## config.mk

```make
export PLATFORM = sky130hd
export DESIGN_NAME = segment_rms_envelope
export DESIGN_NICKNAME = d
export VERILOG_FILES = /design/src/design/sre_pkg.sv /design/src/design/segment_rms_envelope.sv /design/src/design/sre_front.sv /design/src/design/sre_queue.sv /design/src/design/sre_back.sv
export VERILOG_INCLUDE_DIRS = /design/src /design/src/design
export SDC_FILE = /design/constraint.sdc
export NUM_CORES = 1
export LEC_CHECK = 0
export ABC_CLOCK_PERIOD_IN_PS = 6500
export BUFFER_PORTS_ARGS = -buffer_cell sky130_fd_sc_hd__buf_2
export CAP_MARGIN = 20
export CORE_MARGIN = 2
export CORE_UTILIZATION = 45
export CTS_BUF_LIST = sky130_fd_sc_hd__clkbuf_2 sky130_fd_sc_hd__clkbuf_4 sky130_fd_sc_hd__clkbuf_8
export DETAILED_ROUTE_END_ITERATION = 10
export GPL_ROUTABILITY_DRIVEN = 1
export PLACE_DENSITY = 0.62
export SYNTH_ARGS = -nofsm -noshare
export SYNTH_HDL_FRONTEND = slang
export SYNTH_HIERARCHICAL = 1
export SYNTH_SLANG_ARGS = --single-unit
```

## constraint.sdc

```tcl
create_clock -name clk -period 6.5 [get_ports clk]
set_input_delay 0.65 -clock clk [delete_from_list [all_inputs] [get_ports clk]]
set_output_delay 0.65 -clock clk [all_outputs]
set_load 0.05 [all_outputs]
```

## src/design/segment_rms_envelope_defines.svh

```systemverilog
// Assertion macros shared by the RTL files.
`ifndef SEGMENT_RMS_ENVELOPE_DEFINES_SVH
`define SEGMENT_RMS_ENVELOPE_DEFINES_SVH

`ifndef SYNTHESIS

// prop must hold at every clock edge outside reset
`define SRE_ASSERT(label, prop) \
    label: assert property (@(posedge clk) disable iff (!rst_n) prop) \
        else $error("segment_rms_envelope: assertion failed");

// cond must never be true at a clock edge outside reset
`define SRE_NEVER(label, cond) \
    label: assert property (@(posedge clk) disable iff (!rst_n) !(cond)) \
        else $error("segment_rms_envelope: forbidden condition seen");

`else

`define SRE_ASSERT(label, prop)
`define SRE_NEVER(label, cond)

`endif

`endif

```

## src/design/sre_pkg.sv

```systemverilog
package sre_pkg;

    localparam int SEGMENT_BITS = 16;
    localparam int SUM_BITS     = 15 + SEGMENT_BITS;
    localparam int ROOT_W       = (SUM_BITS + 1) / 2;
    localparam int RAD_W        = 2 * ROOT_W;
    localparam int STEP_W       = $clog2(SUM_BITS);

    localparam int SAMPLE_W     = 32;
    localparam int LEVEL_W      = 8;
    localparam int CFG_W        = 16;
    localparam int IDX_W        = 2;
    localparam int CMP_W        = 32;

    localparam int QUEUE_DEPTH  = 4;
    localparam int QPTR_W       = $clog2(QUEUE_DEPTH);

    localparam logic [CMP_W-1:0] COUNT_MAX = CMP_W'((64'd1 << SEGMENT_BITS) - 64'd1);
    localparam logic [ROOT_W-1:0] LEVEL_MAX = ROOT_W'(128);

    // register indexes
    localparam logic [IDX_W-1:0] REG_SAMPLE_TYPE    = 2'd0;
    localparam logic [IDX_W-1:0] REG_SEGMENT_LENGTH = 2'd1;

    // sample type codes; the unused code acts as int32
    localparam logic [1:0] TYPE_INT8  = 2'd0;
    localparam logic [1:0] TYPE_INT16 = 2'd1;
    localparam logic [1:0] TYPE_INT32 = 2'd2;

    localparam logic [CFG_W-1:0] SEGMENT_LENGTH_RESET = 16'd256;

    typedef struct packed {
        logic [SUM_BITS-1:0]     sum;
        logic [SEGMENT_BITS-1:0] count;
        logic                    last;
    } job_t;

    typedef struct packed {
        logic full;
        logic empty;
    } q_status_t;

endpackage

```

## src/design/segment_rms_envelope.sv

```systemverilog
// Channel   Ports                                  Handshake
// config    cfg_write cfg_index cfg_data           write when cfg_write high
// input     sample_value end_of_buffer             push & !full
// result    rms_level last_level                   pop & !empty
//
// Samples accumulate at one word per cycle unless full is high; full rises only
// while the four-entry segment queue is full.
// Each closed segment passes through the back end as a load, one quotient bit a
// cycle in the divider, one root bit a cycle in the square root, then write-out.
// A result waits in the output register until popped; meanwhile the back end can
// work on the next segment but holds in its write state.
// Reset clears the sums, counts, queue pointers and result flag at once.
module segment_rms_envelope
    import sre_pkg::*;
(
    input  logic                clk,
    input  logic                rst_n,
    input  logic                cfg_write,
    input  logic [IDX_W-1:0]    cfg_index,
    input  logic [CFG_W-1:0]    cfg_data,
    input  logic                push,
    output logic                full,
    input  logic [SAMPLE_W-1:0] sample_value,
    input  logic                end_of_buffer,
    output logic                empty,
    input  logic                pop,
    output logic [LEVEL_W-1:0]  rms_level,
    output logic                last_level
);

    q_status_t q_status;
    job_t      job_in;
    job_t      job_out;
    logic      q_push;
    logic      q_pop;

    sre_front u_front (
        .clk           (clk),
        .rst_n         (rst_n),
        .cfg_write     (cfg_write),
        .cfg_index     (cfg_index),
        .cfg_data      (cfg_data),
        .push          (push),
        .sample_value  (sample_value),
        .end_of_buffer (end_of_buffer),
        .q_status      (q_status),
        .q_push        (q_push),
        .q_job         (job_in)
    );

    sre_queue u_queue (
        .clk       (clk),
        .rst_n     (rst_n),
        .q_push    (q_push),
        .q_job_in  (job_in),
        .q_pop     (q_pop),
        .q_job_out (job_out),
        .q_status  (q_status)
    );

    sre_back u_back (
        .clk        (clk),
        .rst_n      (rst_n),
        .q_status   (q_status),
        .q_job      (job_out),
        .q_pop      (q_pop),
        .pop        (pop),
        .empty      (empty),
        .rms_level  (rms_level),
        .last_level (last_level)
    );

    assign full = q_status.full;

endmodule

```

## src/design/sre_front.sv

```systemverilog
module sre_front
    import sre_pkg::*;
(
    input  logic                clk,
    input  logic                rst_n,
    input  logic                cfg_write,
    input  logic [IDX_W-1:0]    cfg_index,
    input  logic [CFG_W-1:0]    cfg_data,
    input  logic                push,
    input  logic [SAMPLE_W-1:0] sample_value,
    input  logic                end_of_buffer,
    input  q_status_t           q_status,
    output logic                q_push,
    output job_t                q_job
);

    logic [1:0]              sample_type_reg;
    logic [CFG_W-1:0]        seg_len_reg;
    logic [SUM_BITS-1:0]     sum_reg;
    logic [SUM_BITS-1:0]     sum_next;
    logic [SEGMENT_BITS-1:0] cnt_reg;
    logic [SEGMENT_BITS-1:0] cnt_next;

    logic [7:0]       top;
    logic [7:0]       mag;
    logic [15:0]      square;
    logic [CMP_W-1:0] len_ext;
    logic [CMP_W-1:0] len_eff;
    logic             accept;
    logic             emit;

    always_ff @(posedge clk or negedge rst_n)
    begin
        if (!rst_n)
        begin
            sample_type_reg <= TYPE_INT16;
            seg_len_reg     <= SEGMENT_LENGTH_RESET;
        end
        else if (cfg_write)
        begin
            if (cfg_index == REG_SAMPLE_TYPE)
                sample_type_reg <= cfg_data[1:0];
            else if (cfg_index == REG_SEGMENT_LENGTH)
                seg_len_reg <= cfg_data;
        end
    end

    always_comb
    begin
        case (sample_type_reg)
            TYPE_INT8:  top = sample_value[7:0];
            TYPE_INT16: top = sample_value[15:8];
            default:    top = sample_value[31:24];
        endcase
        // -128 maps to 128 as unsigned
        mag    = top[7] ? (~top + 8'd1) : top;
        square = mag * mag;
    end

    always_comb
    begin
        len_ext = CMP_W'(seg_len_reg);
        if (len_ext == '0)
            len_eff = CMP_W'(1);
        else if (len_ext > COUNT_MAX)
            len_eff = COUNT_MAX;
        else
            len_eff = len_ext;
    end

    assign accept   = push && !q_status.full;
    assign sum_next = sum_reg + SUM_BITS'(square);
    assign cnt_next = cnt_reg + SEGMENT_BITS'(1);
    assign emit     = (CMP_W'(cnt_next) >= len_eff) || end_of_buffer;

    always_ff @(posedge clk or negedge rst_n)
    begin
        if (!rst_n)
        begin
            sum_reg <= '0;
            cnt_reg <= '0;
        end
        else if (accept)
        begin
            if (emit)
            begin
                sum_reg <= '0;
                cnt_reg <= '0;
            end
            else
            begin
                sum_reg <= sum_next;
                cnt_reg <= cnt_next;
            end
        end
    end

    assign q_push      = accept && emit;
    assign q_job.sum   = sum_next;
    assign q_job.count = cnt_next;
    assign q_job.last  = end_of_buffer;

endmodule

```

## src/design/sre_queue.sv

```systemverilog
module sre_queue
    import sre_pkg::*;
`include "segment_rms_envelope_defines.svh"
(
    input  logic      clk,
    input  logic      rst_n,
    input  logic      q_push,
    input  job_t      q_job_in,
    input  logic      q_pop,
    output job_t      q_job_out,
    output q_status_t q_status
);

    job_t              slot_reg [QUEUE_DEPTH];
    logic [QPTR_W-1:0] wr_ptr_reg;
    logic [QPTR_W-1:0] rd_ptr_reg;
    logic [QPTR_W:0]   fill_reg;
    logic              do_push;
    logic              do_pop;

    assign q_status.full  = (fill_reg == (QPTR_W + 1)'(QUEUE_DEPTH));
    assign q_status.empty = (fill_reg == '0);

    assign do_push = q_push && !q_status.full;
    assign do_pop  = q_pop && !q_status.empty;

    always_ff @(posedge clk)
    begin
        if (do_push)
            slot_reg[wr_ptr_reg] <= q_job_in;
    end

    assign q_job_out = slot_reg[rd_ptr_reg];

    always_ff @(posedge clk or negedge rst_n)
    begin
        if (!rst_n)
        begin
            wr_ptr_reg <= '0;
            rd_ptr_reg <= '0;
            fill_reg   <= '0;
        end
        else
        begin
            if (do_push)
                wr_ptr_reg <= wr_ptr_reg + QPTR_W'(1);
            if (do_pop)
                rd_ptr_reg <= rd_ptr_reg + QPTR_W'(1);
            if (do_push && !do_pop)
                fill_reg <= fill_reg + (QPTR_W + 1)'(1);
            else if (do_pop && !do_push)
                fill_reg <= fill_reg - (QPTR_W + 1)'(1);
        end
    end

    `SRE_NEVER(a_push_when_full, q_push && q_status.full)
    `SRE_NEVER(a_pop_when_empty, q_pop && q_status.empty)
    `SRE_ASSERT(a_fill_bound, fill_reg <= (QPTR_W + 1)'(QUEUE_DEPTH))

endmodule

```

## src/design/sre_back.sv

```systemverilog
module sre_back
    import sre_pkg::*;
`include "segment_rms_envelope_defines.svh"
(
    input  logic               clk,
    input  logic               rst_n,
    input  q_status_t          q_status,
    input  job_t               q_job,
    output logic               q_pop,
    input  logic               pop,
    output logic               empty,
    output logic [LEVEL_W-1:0] rms_level,
    output logic               last_level
);

    typedef enum logic [3:0] {
        ST_IDLE  = 4'b0001,
        ST_DIV   = 4'b0010,
        ST_SQRT  = 4'b0100,
        ST_WRITE = 4'b1000
    } state_t;

    state_t                  state_reg;
    state_t                  state_next;
    logic [STEP_W-1:0]       step_reg;
    logic [SUM_BITS-1:0]     dvd_reg;
    logic [SEGMENT_BITS-1:0] dvs_reg;
    logic [SEGMENT_BITS-1:0] rem_reg;
    logic                    last_reg;
    logic [RAD_W-1:0]        rad_reg;
    logic [ROOT_W-1:0]       root_reg;
    logic [ROOT_W:0]         srem_reg;
    logic [LEVEL_W-1:0]      out_level_reg;
    logic                    out_last_reg;
    logic                    out_valid_reg;

    logic [SEGMENT_BITS:0]   rem_sh;
    logic                    div_ge;
    logic [SEGMENT_BITS-1:0] rem_next;
    logic [SUM_BITS-1:0]     dvd_next;
    logic [ROOT_W+2:0]       srem_sh;
    logic [ROOT_W+2:0]       trial;
    logic                    sqrt_ge;
    logic [ROOT_W:0]         srem_next;
    logic [ROOT_W-1:0]       root_next;
    logic                    out_pop;
    logic                    out_write;

    // restoring divide, one quotient bit per cycle; quotient fills dvd_reg from the bottom
    always_comb
    begin
        rem_sh   = {rem_reg, dvd_reg[SUM_BITS-1]};
        div_ge   = rem_sh >= {1'b0, dvs_reg};
        rem_next = div_ge ? SEGMENT_BITS'(rem_sh - {1'b0, dvs_reg})
                          : rem_sh[SEGMENT_BITS-1:0];
        dvd_next = {dvd_reg[SUM_BITS-2:0], div_ge};
    end

    // digit-by-digit square root, one root bit per cycle
    always_comb
    begin
        srem_sh   = {srem_reg, rad_reg[RAD_W-1 -: 2]};
        trial     = {1'b0, root_reg, 2'b01};
        sqrt_ge   = srem_sh >= trial;
        srem_next = sqrt_ge ? (ROOT_W + 1)'(srem_sh - trial) : srem_sh[ROOT_W:0];
        root_next = {root_reg[ROOT_W-2:0], sqrt_ge};
    end

    assign out_pop   = pop && out_valid_reg;
    assign out_write = (state_reg == ST_WRITE) && (!out_valid_reg || out_pop);
    assign q_pop     = (state_reg == ST_IDLE) && !q_status.empty;

    always_comb
    begin
        state_next = state_reg;
        case (state_reg)
            ST_IDLE:
            begin
                if (!q_status.empty)
                    state_next = ST_DIV;
            end
            ST_DIV:
            begin
                if (step_reg == '0)
                    state_next = ST_SQRT;
            end
            ST_SQRT:
            begin
                if (step_reg == '0)
                    state_next = ST_WRITE;
            end
            ST_WRITE:
            begin
                if (out_write)
                    state_next = ST_IDLE;
            end
            default: state_next = ST_IDLE;
        endcase
    end

    always_ff @(posedge clk or negedge rst_n)
    begin
        if (!rst_n)
            state_reg <= ST_IDLE;
        else
            state_reg <= state_next;
    end

    always_ff @(posedge clk)
    begin
        case (state_reg)
            ST_IDLE:
            begin
                dvd_reg  <= q_job.sum;
                dvs_reg  <= q_job.count;
                rem_reg  <= '0;
                last_reg <= q_job.last;
                step_reg <= STEP_W'(SUM_BITS - 1);
            end
            ST_DIV:
            begin
                dvd_reg <= dvd_next;
                rem_reg <= rem_next;
                if (step_reg == '0)
                begin
                    rad_reg  <= RAD_W'(dvd_next);
                    root_reg <= '0;
                    srem_reg <= '0;
                    step_reg <= STEP_W'(ROOT_W - 1);
                end
                else
                    step_reg <= step_reg - STEP_W'(1);
            end
            ST_SQRT:
            begin
                rad_reg  <= {rad_reg[RAD_W-3:0], 2'b00};
                root_reg <= root_next;
                srem_reg <= srem_next;
                step_reg <= step_reg - STEP_W'(1);
            end
            default:
            begin
            end
        endcase
    end

    always_ff @(posedge clk)
    begin
        if (out_write)
        begin
            out_level_reg <= root_reg[LEVEL_W-1:0];
            out_last_reg  <= last_reg;
        end
    end

    always_ff @(posedge clk or negedge rst_n)
    begin
        if (!rst_n)
            out_valid_reg <= 1'b0;
        else if (out_write)
            out_valid_reg <= 1'b1;
        else if (out_pop)
            out_valid_reg <= 1'b0;
    end

    assign empty      = !out_valid_reg;
    assign rms_level  = out_level_reg;
    assign last_level = out_last_reg;

    `SRE_ASSERT(a_div_nonzero, (state_reg == ST_DIV) |-> (dvs_reg != '0))
    `SRE_ASSERT(a_level_range, (state_reg == ST_WRITE) |-> (root_reg <= LEVEL_MAX))
    `SRE_ASSERT(a_div_to_sqrt, (state_reg == ST_DIV && step_reg == '0) |=> (state_reg == ST_SQRT && root_reg == '0))
    `SRE_ASSERT(a_result_kept, (out_valid_reg && !pop) |=> out_valid_reg)

endmodule

```

Word-level counts from Yosys, hierarchy flattened
Memory sizes are Yosys's and may differ from the RTL's.
Index checks and enable logic that the tools add are counted.
{"block": "word_totals", "register_bits": 220, "out_inout_bits": 11, "n_memories": 1, "in_bits": 56, "elab_cells": 105, "mem_bits_rw": 192}
{"name": "u_queue.slot_reg", "words": 4, "word_bits": 48, "read_ports": 1, "rd_ports_with_merged_regs": 0, "wr": 1, "line": "sre_queue.sv:14", "source": "job_t slot_reg [QUEUE_DEPTH];"}
{"block": "classes", "multipliers": 1, "n_mux": 28, "eq_ne": 11, "n_reduce_logical": 30, "n_addsub": 10, "n_lt_le_gt_ge": 3, "bitwise_logic": 2}
{"cell": "16-bit 2-to-1 mux", "n": 4}
{"cell": "16-bit one-hot mux with 2 select lines", "n": 2}
{"cell": "32-bit one-hot mux with 2 select lines", "n": 1}
{"cell": "31-bit one-hot mux with 2 select lines", "n": 1}
{"cell": "17-bit 2-to-1 mux", "n": 2}
{"cell": "17-bit one-hot mux with 2 select lines", "n": 1}
{"cell": "32-bit 2-to-1 mux", "n": 1}
{"cell": "31-bit by 16-bit adder with 31-bit output", "n": 1}
{"cell": "31-bit 2-to-1 mux", "n": 1}
{"cell": "19-bit by 18-bit >= comparator with 1-bit output", "n": 1}
{"cell": "17-bit by 16-bit >= comparator with 1-bit output", "n": 1}
{"cell": "17-bit subtractor", "n": 1}
{"cell": "16-bit by 1-bit adder with 16-bit output (second input constant)", "n": 1}
{"cell": "16-bit >= comparator", "n": 1}
{"cell": "16-bit logical NOT", "n": 1}
{"cell": "8-bit by 8-bit multiplier with 16-bit output", "n": 1}
{"cell": "4-bit 2-to-1 mux", "n": 4}
{"cell": "4-bit one-hot mux with 4 select lines", "n": 1}
{"cell": "8-bit one-hot mux with 2 select lines", "n": 1}
{"cell": "16-bit subtractor", "n": 1}
{"cell": "5-bit one-hot mux with 3 select lines", "n": 1}
{"cell": "1-bit logical AND", "n": 9}
{"cell": "8-bit by 1-bit adder with 8-bit output (second input constant)", "n": 1}
{"cell": "8-bit 2-to-1 mux", "n": 1}
{"cell": "27 further kinds", "n": 45}

Longest topological paths before layout
{"block": "depth", "depth_word": 10, "mapped_depth": 29, "ltp_nobuf": 26}

By module
The synthesis kept the hierarchy.
{"mod": "sre_back", "seq_area_each_um2": 4420.5, "area_each_um2": 7716.2, "n_inst": 1, "cells_each": 737}
{"mod": "sre_queue", "seq_area_each_um2": 5940.7, "area_each_um2": 7410.9, "n_inst": 1, "cells_each": 287}
{"mod": "sre_front", "seq_area_each_um2": 1629.1, "area_each_um2": 6392.4, "n_inst": 1, "cells_each": 713}

Worst setup path before layout
Ideal clock, no wire load.
{"block": "synth_timing", "kind": "register to register", "from": "register u_front.sample_type_reg[0]", "to": "memory u_queue/slot_reg[0][47] (netlist bit), data pin", "arrival_ns": 6.026, "synth_period_minus_slack_ns": 6.304, "setup_ns": 0.277, "t_required_ns": 6.223, "n_path_buf": 2, "stages_incl_launch_ff": 26, "path_slack_ns": 0.196, "path_cell_list": "dfstp_2 > buf_6 > mux2_4 > mux2i_4 > ha_1 > clkbuf_1 > nand2_1 > o21ai_0 > xnor2_1 > inv_1 > nand2_1 > fa_1 > inv_1 > fa_1 > fa_1 > inv_1 > fa_1 > inv_1 > ha_1 > a21o_1 > a31o_2 > o211ai_1 > a31oi_1 > o21ai_0 > nor3_1 > xor2_1"}
{"element": "from (decl)", "line": "sre_front.sv:17", "source": "logic [1:0] sample_type_reg;"}
{"element": "from (signal assigned)", "line": "sre_front.sv:42", "source": "sample_type_reg <= cfg_data[1:0];"}
{"element": "to (decl)", "line": "sre_queue.sv:14"}

==> results.json <==
{
  "nets": 2080,
  "grt_pass1_wl_mm": 68.77,
  "hp-start": "cfg_data[4]",
  "vias": 13460,
  "area_growth_pct": 13.67,
  "drtIter0Drc": 854,
  "min_path_cells": 2,
  "tns_ns": 0,
  "synth-edff-count": 335,
  "synth.yosys.seq_area_share_pct": 55.72,
  "crit_fanout": 8,
  "synth_cell_types": 89,
  "drt-vias-per-instance": 5.267,
  "layout-drive-gt1-share_pct": 19.75,
  "dieArea_sq_um": 49590,
  "dp_cells": 2413,
  "seqCellArea_sq_um": 12000,
  "finalHoldViolations": 0,
  "cts_tree": "yes",
  "multi_input_area_sq_um": 8713,
  "post-route-drc-count": 0,
  "netlist_instances": 1737,
  "setup_violations": 0,
  "hp-class": "in2reg",
  "fmax_ghz": 0.1604,
  "worst_pin_slew_ns": 1.035,
  "h-tree-depth": 3,
  "routed_wl_mm": 42.60,
  "busiest_layer": "met2",
  "run_status": "finished, final reports clean",
  "clkSinkCount": 412,
  "use_met1_pct": 23.37,
  "use_met2_pct": 28.64,
  "nFillCells": 4119,
  "setup_ws_ns": 0.2667,
  "largest_reg_flops": 192,
  "drtPass1Iterations": 5,
  "critPathCaptureType": "flop",
  "clock-root-buffer": "clkbuf_8",
  "io_buffers": 58,
  "maxCapViolCount": 0,
  "ys.warnings.count": 6,
  "period_needed_ns": 6.233,
  "antenna_found_initial": 0,
  "reg2reg_from": "u_front/sample_type_reg[0]$_DFFE_PN1P_",
  "worstHoldEndpoint": "u_front/seg_len_reg[4]$_DFFE_PN0P_",
  "worstSetupPathType": "reg2reg",
  "grt_use_met3_pct": 2.856,
  "wire_per_inst_microns": 16.67,
  "placed_cell_area_sq_um": 22710,
  "r2r_slack_ns": 0.27,
  "skew_ns": 0.03052,
  "ys_ff_latch": 412,
  "clkTransAtPathRegs_ns": 0.06,
  "rr_endpoint": "u_queue/slot_reg[2][46]$_DFFE_PP_",
  "dp_slack_ns": -0.06433,
  "start_util_pct": 45.36,
  "report.final.slew_viol_count": 0,
  "synth_area_sq_um": 21520,
  "post-dp-hpwl_mm": 28.86,
  "cts_buffers": 72,
  "chipWidth_microns": 222.7,
  "ff2ff_path_depth": 25,
  "design.core.area_sq_um": 47450,
  "grt_pass1_vias": 13490,
  "pin_count": 67,
  "async_reset_ff_share_pct": 18.69,
  "avgSynthCellArea_sq_um": 12.39,
  "critPathRequiredTime_ns": 6.88,
  "num_rows": 80,
  "overflow": 0,
  "clk_latency_ns": 0.64,
  "fin_area_sq_um": 24460,
  "grt_use_total_pct": 17.32,
  "finalNonFillerCells": 2555,
  "arrival_ns": 6.61,
  "ant_nets": 0,
  "ys.flop_type": "edfxtp_1",
  "grt_max_degree": 64,
  "cts.path.max_buffers": 3,
  "fin_crit_sh_pct": 95.90,
  "max_slew_margin_pct": 30.98,
  "fp.dieH_microns": 222.7,
  "globalplace.congestion": 0.8282,
  "cp-start-kind": "flop"
}
[worst max-delay path, stage by stage (launching register included)]
cell and delay, ns:
dfstp_2 0.64, mux2_4 0.33, mux2i_4 0.21, ha_4 0.20, nand2_1 0.10, o21ai_2 0.19, xnor2_2 0.13, inv_2 0.09
nand2_1 0.07, fa_1 0.51, inv_1 0.06, fa_1 0.48, fa_1 0.49, inv_1 0.06, fa_1 0.53, inv_1 0.05
ha_1 0.31, a21o_1 0.18, a21oi_1 0.14, nand2_1 0.12, a311o_2 0.43, a21oi_4 0.15, buf_6 0.14, nor2_1 0.06
xor2_1 0.14, buf_4 0.16
[metal layers]
layer  up-vias  share of wire [%]
met4         0                1.9
met2       278                 48
met1      6597                 46
met3        62                4.2
met5         -                  0
li1       6520                  -
[through the flow]
| step | hold slack, ns | utilization, % |
|---|---|---|
| after floorplan | 0.3544 | - |
| after global placement | 0.4386 | 47.86 |
| after detailed placement | 0.4487 | 47.86 |
| after CTS | 0.1920 | 51.07 |
| after global routing | 0.2198 | 51.55 |
| final | 0.2442 | 51.56 |
[how the worst max path moves through the flow]
stage,end,start,slack (ns)
finish,u_queue/slot_reg[2][46]$_DFFE_PP_,u_front/sample_type_reg[0]$_DFFE_PN1P_,0.27
floorplan,u_queue/slot_reg[0][47]$_DFFE_PP_,u_front/sample_type_reg[0]$_DFFE_PN1P_,0.20
global placement,u_queue/slot_reg[0][46]$_DFFE_PP_,sample_value[10],-0.007
CTS,u_queue/slot_reg[1][34]$_DFFE_PP_,u_front/sample_type_reg[0]$_DFFE_PN1P_,0.002
detailed placement,u_queue/slot_reg[0][47]$_DFFE_PP_,sample_value[1],-0.06
global route,u_queue/slot_reg[0][46]$_DFFE_PP_,u_front/sample_type_reg[0]$_DFFE_PN1P_,-0.005
[cells in the mapped netlist (all sizes together), types with 5 or more instances]
| cell | instances | share of area, % |
|---|---|---|
| nand3b | 5 | 0.17 |
| o21a | 12 | 0.42 |
| a21oi | 50 | 1.3 |
| buf | 31 | 1.4 |
| fa | 40 | 3.7 |
| and2 | 11 | 0.33 |
| o21ai | 65 | 1.5 |
| nand3 | 30 | 0.70 |
| nor3 | 21 | 0.54 |
| mux2 | 22 | 1.2 |
| a31oi | 16 | 0.47 |
| o211ai | 10 | 0.37 |
| a211o | 5 | 0.20 |
| mux2i | 33 | 1.6 |
| nand4 | 7 | 0.20 |
| a211oi | 17 | 0.66 |
| o22ai | 7 | 0.20 |
| nand2b | 6 | 0.17 |
| nand2 | 268 | 4.7 |
| inv | 158 | 2.8 |
| nor2 | 119 | 2.1 |
| clkbuf | 31 | 0.55 |
| a22o | 14 | 0.57 |
| xnor2 | 55 | 2.2 |
| mux4 | 48 | 5.0 |
| nor2b | 14 | 0.41 |
| and4 | 6 | 0.24 |
| nor4 | 7 | 0.20 |
| and3 | 10 | 0.29 |
| a21o | 17 | 0.61 |
| dfrtp | 74 | 8.6 |
| edfxtp | 335 | 47 |
| ha | 103 | 6.0 |
| xor2 | 27 | 1.1 |
[cell type report]
type | instances | area share [%]
multi-input combinational | 1109 | 35.62
inverter | 158 | 2.425
tap | 615 | 3.146
clock inverter | 28 | 0.8900
antenna | 1 | 0.01023
sequential | 412 | 49.04
timing repair buffer | 128 | 3.678
clock buffer | 104 | 5.187
[logic make-up after synthesis]
group	after synthesis	share of synthesized area, %
xor+xnor	82	3.337
buf+inv	220	4.657
other cells	2	0.03490
compound gates	249	7.861
mux	103	7.803
flops	412	55.72
fa+ha+maj	143	9.710
simple gates	526	10.88
[cell usage in the layout, fill, tap and decap left out, types with 57 or more instances in the layout]
master    count
o21ai_0      57
inv_1       156
nand2_1     265
clkbuf_8     78
buf_2        58
ha_1        102
nor2_1      115
edfxtp_1    335
dfrtp_1      71
buf_4        63
[what timing repair did]
item                                   4_1_cts  5_1_grt
endpoints found under the hold margin       18        0
gates resized for setup                      5       30
buffers inserted                             1        4
cloned                                       0        1
hold buffers                                 1        0
setup endpoints to repair                   34      104
pin swaps                                    1        3
Power is not shown: default switching activity piles up to over one toggle a cycle in this logic, so the estimate is an artifact.
